[src/hw/rtl/kscip_pkg.sv]
// ---------------------------------------------------------------------------
// kscip_pkg: shared types and constants of the keyword substitution cipher
// Alphabet size, request codes and the classified item between front and back.
// ---------------------------------------------------------------------------
package kscip_pkg;

    // alphabet: ALPHABET_SIZE consecutive codes from 'A'
    localparam int ALPHABET_SIZE = 26;
    localparam int IDX_W         = $clog2(ALPHABET_SIZE);
    localparam int LEN_W         = $clog2(ALPHABET_SIZE + 1);

    localparam logic [7:0] CHAR_A   = 8'h41;
    localparam logic [7:0] CHAR_LA  = 8'h61;
    localparam logic [7:0] CHAR_LZ  = 8'h7A;
    localparam logic [7:0] CHAR_SP  = 8'h20;
    localparam logic [7:0] CHAR_TAB = 8'h09;
    localparam logic [7:0] CHAR_CR  = 8'h0D;
    localparam logic [7:0] CASE_GAP = 8'h20;

    // request codes
    localparam logic [1:0] REQ_CLEAR = 2'd0;
    localparam logic [1:0] REQ_KEY   = 2'd1;
    localparam logic [1:0] REQ_MSG   = 2'd2;
    localparam logic [1:0] REQ_NOP   = 2'd3;

    // decoupling queue between front and back
    localparam int QA_W    = 1;
    localparam int Q_DEPTH = 2 ** QA_W;

    // classified beat handed from front to back
    typedef struct packed {
        logic [1:0]       req;
        logic             letter;
        logic             blank;
        logic [IDX_W-1:0] idx;
    } t_item;

endpackage

[src/hw/rtl/kscip_front.sv]
// ---------------------------------------------------------------------------
// kscip_front: input side of the cipher
// Takes request beats, folds case, classifies the character and queues it.
// ---------------------------------------------------------------------------
module kscip_front (
    input  logic                 i_push,
    output logic                 o_full,
    input  logic [1:0]           i_req_type,
    input  logic [7:0]           i_char_in,
    input  logic                 i_q_full,
    output logic                 o_q_push,
    output kscip_pkg::t_item     o_q_item
);

    logic [7:0] w_fold;
    logic [7:0] w_diff;

    // fold lower case onto upper case
    always_comb begin
        if (i_char_in >= kscip_pkg::CHAR_LA && i_char_in <= kscip_pkg::CHAR_LZ) begin
            w_fold = i_char_in - kscip_pkg::CASE_GAP;
        end else begin
            w_fold = i_char_in;
        end
    end

    assign w_diff = w_fold - kscip_pkg::CHAR_A;

    // classify
    always_comb begin
        o_q_item.req    = i_req_type;
        o_q_item.letter = (w_fold >= kscip_pkg::CHAR_A)
                          && (w_diff < 8'(kscip_pkg::ALPHABET_SIZE));
        o_q_item.blank  = (w_fold == kscip_pkg::CHAR_SP)
                          || (w_fold >= kscip_pkg::CHAR_TAB && w_fold <= kscip_pkg::CHAR_CR);
        o_q_item.idx    = w_diff[kscip_pkg::IDX_W-1:0];
    end

    // unused request code is accepted and dropped here
    assign o_full   = i_q_full;
    assign o_q_push = i_push && !i_q_full && (i_req_type != kscip_pkg::REQ_NOP);

endmodule

[src/hw/rtl/kscip_fifo.sv]
// ---------------------------------------------------------------------------
// kscip_fifo: short queue between front and back
// Register-based, Q_DEPTH entries, first in first out.
// ---------------------------------------------------------------------------
module kscip_fifo (
    input  logic                 i_clk,
    input  logic                 i_rst_n,
    input  logic                 i_push,
    input  kscip_pkg::t_item     i_item,
    output logic                 o_full,
    output logic                 o_vld,
    output kscip_pkg::t_item     o_item,
    input  logic                 i_pop
);

    kscip_pkg::t_item               r_mem [kscip_pkg::Q_DEPTH];
    logic [kscip_pkg::QA_W-1:0]     r_wr;
    logic [kscip_pkg::QA_W-1:0]     r_rd;
    logic [kscip_pkg::QA_W:0]       r_cnt;
    logic                           w_wr_en;
    logic                           w_rd_en;

    assign o_full  = (r_cnt == (kscip_pkg::QA_W+1)'(kscip_pkg::Q_DEPTH));
    assign o_vld   = (r_cnt != '0);
    assign o_item  = r_mem[r_rd];
    assign w_wr_en = i_push && !o_full;
    assign w_rd_en = i_pop && o_vld;

    // pointers and fill level
    always_ff @(posedge i_clk) begin
        if (!i_rst_n) begin
            r_wr  <= '0;
            r_rd  <= '0;
            r_cnt <= '0;
        end else begin
            if (w_wr_en) r_wr <= r_wr + 1'b1;
            if (w_rd_en) r_rd <= r_rd + 1'b1;
            if (w_wr_en && !w_rd_en) begin
                r_cnt <= r_cnt + 1'b1;
            end else if (!w_wr_en && w_rd_en) begin
                r_cnt <= r_cnt - 1'b1;
            end
        end
    end

    // storage
    always_ff @(posedge i_clk) begin
        if (w_wr_en) r_mem[r_wr] <= i_item;
    end

endmodule

[src/hw/rtl/kscip_back.sv]
// ---------------------------------------------------------------------------
// kscip_back: execution side of the cipher
// Holds the key state and cipher table, runs the table fill and substitutes.
// ---------------------------------------------------------------------------
module kscip_back (
    input  logic                 i_clk,
    input  logic                 i_rst_n,
    input  logic                 i_q_vld,
    input  kscip_pkg::t_item     i_q_item,
    output logic                 o_q_pop,
    output logic                 o_empty,
    input  logic                 i_pop,
    output logic [7:0]           o_cipher_char
);

    localparam logic ST_RUN  = 1'b0;
    localparam logic ST_FILL = 1'b1;

    localparam int N = kscip_pkg::ALPHABET_SIZE;
    localparam int W = kscip_pkg::IDX_W;
    localparam int L = kscip_pkg::LEN_W;

    logic [W-1:0]   r_table [N];
    logic [N-1:0]   r_used;
    logic [L-1:0]   r_key_len;
    logic           r_done;
    logic           r_state;
    logic [L-1:0]   r_fill_l;
    logic [L-1:0]   r_slot;
    logic           r_out_vld;
    logic [7:0]     r_out_char;

    logic           w_out_free;
    logic           w_is_msg;
    logic           w_take;
    logic           w_key_wr;
    logic           w_fill_end;
    logic           w_fill_wr;
    logic           w_emit;

    assign w_out_free = !r_out_vld || i_pop;
    assign w_is_msg   = (i_q_item.req == kscip_pkg::REQ_MSG);

    // head beat retires when its work is possible this cycle
    assign w_take = i_q_vld && (r_state == ST_RUN)
                    && (!w_is_msg || (r_done && (i_q_item.blank || w_out_free)));
    assign o_q_pop = w_take;
    assign w_emit  = w_take && w_is_msg && !i_q_item.blank;

    // new keyword letter goes to the next slot
    assign w_key_wr = w_take && (i_q_item.req == kscip_pkg::REQ_KEY) && !r_done
                      && i_q_item.letter && !r_used[i_q_item.idx]
                      && (r_key_len < L'(N));

    // fill pass: one letter a cycle, ascending
    assign w_fill_end = (r_fill_l == L'(N)) || (r_slot == L'(N));
    assign w_fill_wr  = (r_state == ST_FILL) && !w_fill_end && !r_used[r_fill_l[W-1:0]];

    // control state
    always_ff @(posedge i_clk) begin
        if (!i_rst_n) begin
            r_used    <= '0;
            r_key_len <= '0;
            r_done    <= 1'b0;
            r_state   <= ST_RUN;
            r_fill_l  <= '0;
            r_slot    <= '0;
            r_out_vld <= 1'b0;
        end else begin
            case (r_state)
                ST_RUN: begin
                    if (i_q_vld && w_is_msg && !r_done) begin
                        r_state  <= ST_FILL;
                        r_fill_l <= '0;
                        r_slot   <= r_key_len;
                    end
                    if (w_take && (i_q_item.req == kscip_pkg::REQ_CLEAR)) begin
                        r_used    <= '0;
                        r_key_len <= '0;
                        r_done    <= 1'b0;
                    end
                    if (w_key_wr) begin
                        r_used[i_q_item.idx] <= 1'b1;
                        r_key_len            <= r_key_len + 1'b1;
                    end
                end
                ST_FILL: begin
                    if (w_fill_end) begin
                        r_done  <= 1'b1;
                        r_state <= ST_RUN;
                    end else begin
                        r_fill_l <= r_fill_l + 1'b1;
                        if (w_fill_wr) r_slot <= r_slot + 1'b1;
                    end
                end
                default: begin
                    r_state <= ST_RUN;
                end
            endcase

            // result register
            if (w_emit) begin
                r_out_vld <= 1'b1;
            end else if (i_pop) begin
                r_out_vld <= 1'b0;
            end
        end
    end

    // cipher table, written by keyword load and by the fill pass
    always_ff @(posedge i_clk) begin
        if (w_key_wr) begin
            r_table[r_key_len[W-1:0]] <= i_q_item.idx;
        end else if (w_fill_wr) begin
            r_table[r_slot[W-1:0]] <= r_fill_l[W-1:0];
        end
    end

    // substitution result
    always_ff @(posedge i_clk) begin
        if (w_emit) begin
            if (i_q_item.letter) begin
                r_out_char <= kscip_pkg::CHAR_A + 8'(r_table[i_q_item.idx]);
            end else begin
                r_out_char <= 8'h00;
            end
        end
    end

    assign o_empty       = !r_out_vld;
    assign o_cipher_char = r_out_char;

endmodule

[src/hw/rtl/keyword_substitution_cipher.sv]
// ---------------------------------------------------------------------------
// keyword_substitution_cipher: mixed-alphabet substitution encryptor
// Keyword beats build the cipher alphabet; message beats are substituted.
// ---------------------------------------------------------------------------
// Push clear, keyword and message beats; pop one cipher letter per message
// character that is not whitespace (0 for a non-letter). Message beats
// sustain one per cycle while the reader keeps popping. The first
// message beat after reset or a clear waits while the back unit fills
// the rest of the table, one alphabet letter per cycle. A two-entry
// queue parts the classifying front from the back unit, and a result
// register parts the back unit from the reader.
module keyword_substitution_cipher (
    input  logic        i_clk,
    input  logic        i_rst_n,
    input  logic        push,
    output logic        full,
    input  logic [1:0]  i_req_type,
    input  logic [7:0]  i_char_in,
    output logic        empty,
    input  logic        pop,
    output logic [7:0]  o_cipher_char
);

    kscip_pkg::t_item   w_f_item;
    kscip_pkg::t_item   w_b_item;
    logic               w_f_push;
    logic               w_q_full;
    logic               w_q_vld;
    logic               w_q_pop;

    kscip_front u_front (
        .i_push     (push),
        .o_full     (full),
        .i_req_type (i_req_type),
        .i_char_in  (i_char_in),
        .i_q_full   (w_q_full),
        .o_q_push   (w_f_push),
        .o_q_item   (w_f_item)
    );

    kscip_fifo u_fifo (
        .i_clk   (i_clk),
        .i_rst_n (i_rst_n),
        .i_push  (w_f_push),
        .i_item  (w_f_item),
        .o_full  (w_q_full),
        .o_vld   (w_q_vld),
        .o_item  (w_b_item),
        .i_pop   (w_q_pop)
    );

    kscip_back u_back (
        .i_clk         (i_clk),
        .i_rst_n       (i_rst_n),
        .i_q_vld       (w_q_vld),
        .i_q_item      (w_b_item),
        .o_q_pop       (w_q_pop),
        .o_empty       (empty),
        .i_pop         (pop),
        .o_cipher_char (o_cipher_char)
    );

endmodule

[config.mk]
export PLATFORM = sky130hd
export DESIGN_NAME = keyword_substitution_cipher
export DESIGN_NICKNAME = d
export VERILOG_FILES = /design/src/hw/rtl/kscip_pkg.sv /design/src/hw/rtl/kscip_front.sv /design/src/hw/rtl/kscip_fifo.sv /design/src/hw/rtl/kscip_back.sv /design/src/hw/rtl/keyword_substitution_cipher.sv
export SDC_FILE = /design/constraint.sdc
export NUM_CORES = 1
export LEC_CHECK = 0
export BUFFER_PORTS_ARGS = -buffer_cell sky130_fd_sc_hd__buf_2
export CORE_MARGIN = 10
export CORE_UTILIZATION = 53
export CTS_CLUSTER_SIZE = 10
export DETAILED_ROUTE_END_ITERATION = 10
export GPL_ROUTABILITY_DRIVEN = 0
export GPL_TIMING_DRIVEN = 0
export PLACE_DENSITY = 0.68
export RECOVER_POWER = 25
export SLEW_MARGIN = 20
export SYNTH_ARGS = -nofsm -noshare
export SYNTH_HDL_FRONTEND = slang
export SYNTH_SLANG_ARGS = --single-unit
[constraint.sdc]
create_clock -name i_clk -period 4.1 [get_ports i_clk]
set_input_delay 0.615 -clock i_clk [delete_from_list [all_inputs] [get_ports i_clk]]
set_output_delay 0.615 -clock i_clk [all_outputs]
set_load 0.05 [all_outputs]
# Yosys cells after proc, flatten, opt, wreduce, memory -nomap -nowiden
# Memory sizes are Yosys's and may differ from the RTL's. A register that Yosys moved wholly into a read port is not among the register bits.
# Index checks and enable logic that the tools add are counted.
[op_classes]
eq_ne = 12
reduce_logical = 50
magnitude_cmp = 10
mux = 42
bitwise_logic = 2
add_sub_neg = 10
[op_table]
columns = ["cell", "count"]
rows = [
  ["$mux 26", 4],
  ["$mux 5", 9],
  ["$or 26x26->26", 1],
  ["$logic_and 1x1->1", 25],
  ["$pmux 5 s2", 2],
  ["$mux 1", 19],
  ["$ge 8x7->1 const B", 2],
  ["$add 5x1->5 const B", 3],
  ["$lt 5x6->1 const B", 2],
  ["$ne 2x2->1 const B", 6],
  ["$bmux 1 s5", 2],
  ["$eq 5x5->1 const B", 2],
  ["$logic_not 1->1", 10],
  ["$add 7x5->8 const A", 1],
  ["$eq 8x6->1 const B", 1],
  ["$ge 8x4->1 const B", 1],
  ["$le 8x4->1 const B", 1],
  ["$le 8x7->1 const B", 1],
  ["$lt 8x5->1 const B", 1],
  ["$mux 8", 1],
  ["$reduce_bool 2->1", 4],
  ["$sub 8x6->8 const B", 1],
  ["$sub 8x7->8 const B", 1],
  ["$reduce_and 2->1", 3],
  ["other kinds (15)", 23],
]
[word_totals]
elab_cells = 139
reg_bits = 56
ram_bits = 148
mem_count = 2
[memory_table]
columns = ["name", "words", "word_bits", "rd", "rd_ports_with_merged_regs", "write_ports", "line", "rtl"]
rows = [
  ["u_back.r_table", 26, 5, 1, 0, 1, "kscip_back.sv:23", "logic [W-1:0] r_table [N];"],
  ["u_fifo.r_mem", 2, 9, 1, 1, 1, "kscip_fifo.sv:16", "kscip_pkg::t_item r_mem [kscip_pkg::Q_DEPTH];"],
]

# Longest topological paths before layout
[logic_depth]
ltp_word = 15
depth_mapped = 12
ltp_nobuf = 9

# Hierarchy
# From an unflattened synthesis, not the netlist that was laid out.
[unflattened]
cells_unflattened = 729
area_unflattened_um2 = 9399.0
[by_module_without_submodules]
columns = ["mod", "cells_per_inst", "n_inst", "area_per_inst_um2", "seq_area_each_um2"]
rows = [
  ["kscip_back", 618, 1, 8129.0, 4994.8],
  ["kscip_fifo", 53, 1, 883.3, 640.6],
  ["kscip_front", 58, 1, 386.6, 0.0],
]

# Least setup slack after synthesis
# OpenSTA, ideal clock, no wires.
[synth_path]
path_kind = "register -> register"
from = "register u_back.r_fill_l[0]"
to = "memory u_back.r_table[0][0] (netlist name) (data pin)"
stages_incl_launch_ff = 9
required_time_ps = 3692
setup_slack_ps = 593
path_buffers = 3
arrival_time_ps = 3099
setup_time_ps = 408
synth_period_minus_slack_ps = 3507
path_cell_list = "dfxtp_1 buf_2 mux4_2 mux2_2 o22ai_1 a21oi_1 clkbuf_1 clkbuf_1 o21ai_0"
[synth_via]
elab_chain_len = 10
elab_cells_between_ends = 13
[synth_lines]
columns = ["element", "line", "rtl"]
rows = [
  ["from (decl)", "kscip_back.sv:28", "logic [L-1:0] r_fill_l;"],
  ["from (signal assigned)", "kscip_back.sv:92", "r_fill_l <= r_fill_l + 1'b1;"],
  ["parallel branches: the longest is 9 deep, another holds $bmux 1 s5", "n/a", ""],
  ["$mux 5 (no line) *", "n/a", ""],
  ["to (decl)", "kscip_back.sv:23", ""],
]
# Every way passes the cells marked *. The select of a mux whose other input is x is not followed.

==> metrics <==
delay-heaviest family, CP=simple AND/OR/NAND/NOR gates; core area=17300 um2; Avg Inst Size Synth=12.76 um2; CP max FO=10; worst slew pin tran=1.030 ns; Pwr Density=approximately 550 nW/um2; crit end category=register; die area=23360 um2; clk sinks=204; min-delay worst type=in -> reg; vias in the first global route=6473; Pre-Repair DR Iteration Count=5; maxcap violations=0; Initial Util=0.5407; fin area=10490 um2; gr usage total=0.1973; Net Sw Power=1758 uW; DR vias=6649; synth warn=0; CP peak stage delay=0.53 ns; initial antenna violation count=0; most frequent cells in the layout=edfxtp_1 (155), nand2_1 (58), nor2_1 (57), dfxtp_1 (49), clkbuf_1 (40); largest net degree at the start of global routing=27; crit path DAT=between 4 and 5 ns; Std-Cell Rows=48; CTS root buf=clkbuf_16; max-slew violations=0; TritonCTS Buffers=24; worst slew margin relative to its limit=0.3131; syn_nets=759; number of synthesized register bits=204; design internal power=3986 uW; Layout Nets=812; P&R area growth vs syn=12.13%; first-pass GRT wire length=36.85 mm; total congestion overflow=0; CP cell instances=buf_6 -> clkbuf_1 -> mux2_2 -> or4b_1 -> a2111oi_0 -> nand3_1 -> buf_2 -> o32a_1 -> nor2_1; Pleak=0.003417 uW; final wirelength=24.23 mm; H-tree Lvls=1; unrepaired setup endpoints after global routing=true; Mapped Area=a little over 9000 um2; Remaining DRCs=0; DP Wirelength=17.08 mm; Die H=around 150 um; CTS tree=built; number of port buffers=22; # IOs=24; Die W=152.8 um; endpoints failing setup=0; Worst Skew=about 0.025 ns; CTS clk-pin slew, worst paths=0.05 ns; fin cells=1017; Required @ worst endpoint=4.25 ns; Util after Layout=0.6063; Min Clock Period, post-route=3.995 ns; Seq/Total Area, Yosys=0.6025; Final ANT Viol Nets=0; Max clock buf depth=3; CP max-delay cell=or4b_1; vias per cell=6.538; Post-Place Cell Area=just under 10000 um2; fmax=250.3 MHz; CP Launch Type=register; kind of critical path=reg -> reg; Switching Fraction=0.3060; Final Hold Fails=0; buffers and inverters on the worst path=3; Worst-Skew Late Latency=0.52 ns; top_reg_cell synth=edfxtp_1; EDFF count, synth=155; combinational share of power=0.246; Synth Instances=between 700 and 800; Post-synth ARST share=0; FF-to-FF setup slack=0.11 ns; Clk pwr share=0.316; Tcrit/Tclk final=0.9743; sequential power share=0.438; share of cells above drive strength 1=0.1452; commonest non-fill, non-tap cell in the layout=edfxtp_1; status=finished clean; Antenna Cells=0; Cell variety after synth=73; dpl cells=984; Routed WL per cell=between 20 and 25 um; initial DRC count=800; Max IR drop VDD=a little under 400 uV; Min Hold Slack=0.3736 ns
==> cell families (layout without fill, tap and decap cells) <==
| family | after synthesis | in the layout | share of synthesized area |
|---|---|---|---|
| xor+xnor | 11 | 11 | 0.01030 |
| compound gates | 151 | 152 | 0.1124 |
| other cells | 1 | 1 | 0.0004010 |
| mux | 61 | 61 | 0.1007 |
| simple gates | 235 | 235 | 0.1303 |
| flops | 204 | 204 | 0.6025 |
| buf+inv | 58 | 116 | 0.02729 |
| fa+ha+maj | 12 | 12 | 0.01605 |
==> synthesized netlist by cell type, drive strengths merged (19+ instances only) <==
cell    number  area share
dfxtp       49        0.10
nand2       58       0.023
mux2i       24       0.026
inv         20      0.0080
a21oi       24       0.013
edfxtp     155        0.50
o21ai       39       0.021
buf         19       0.012
mux4        25       0.060
clkbuf      19      0.0076
nor2        68       0.027
==> timing repair <==
| item | CTS | global route |
|---|---|---|
| hold buffers | 0 | 0 |
| buffers inserted | 0 | 0 |
| gates resized for setup | 0 | 15 |
| endpoints found under the setup margin | 0 | 148 |
==> final timing paths <==
kind	start	endpoint	depth (start not counted)
max	register	u_back.r_table[20][1]$_DFFE_PP_	9
min	i_req_type[0]	u_fifo.r_mem[1][7]$_DFFE_PP_	1
max reg2reg	register	u_back.r_table[20][1]$_DFFE_PP_	9
min reg2reg	u_back.r_used[1]$_SDFFE_PN0N_	u_back.r_used[1]$_SDFFE_PN0N_	2
==> sequential cells by signal, indices dropped and copies added, names as in the netlist, named ones only <==
register and count:
u_back.r_slot 5, u_fifo.r_mem 18, u_back.r_out_vld 1, u_back.r_used 26
u_fifo.r_wr 1, u_back.r_fill_l 5, u_fifo.r_cnt 2, u_back.r_done 1
u_back.o_cipher_char 7, u_back.r_state 1, u_fifo.r_rd 1, u_back.r_key_len 5
u_back.r_table 130
==> cell type report <==
cell class | instances | area, um2
Buffer | 38 | 180.2
Clock buffer | 30 | 623.1
Clock inverter | 2 | 21.27
Fill cell | 1337 | 6809
Inverter | 20 | 75.07
Multi-Input combinational cell | 472 | 3533
Sequential cell | 204 | 5635
Tap cell | 225 | 281.5
Timing Repair Buffer | 26 | 137.6
==> stage by stage <==
stage          setup TNS, ns  worst slack [ns]  total power, uW
3_5_place_dp               0           0.07972             3942
6_report                   0            0.1053             5744
4_1_cts                    0            0.1028             5735
5_1_grt               -1.358          -0.05606             5961
2_1_floorplan              0            0.5932             3449
3_3_place_gp          -68.08           -0.9212             3848
==> worst register-to-register path, stage by stage (launching register included) <==
cell and delay [ns]:
dfxtp_1 0.32, buf_6 0.14, clkbuf_1 0.40, mux2_2 0.39, or4b_1 0.53, a2111oi_0 0.38
nand3_1 0.23, buf_2 0.25, o32a_1 0.49, nor2_1 0.52
==> power groups by stage <==
stage               Combinational, uW  Clock [uW]  Sequential, uW
floorplan                         881           0            2570
global placement                 1280           0            2570
detailed placement               1390           0            2550
CTS                              1390        1830            2510
global route                     1520        1920            2520
finish                           1410        1810            2520
==> layer usage <==
layer,GRT usage,share of wire,up-vias
li1,-,-,2934
met1,0.2584,0.40,3301
met2,0.3197,0.48,350
met3,0.04097,0.088,64
met4,0.06767,0.031,0
met5,0,0,-
Note: power is estimated with default switching activity, not from simulation.
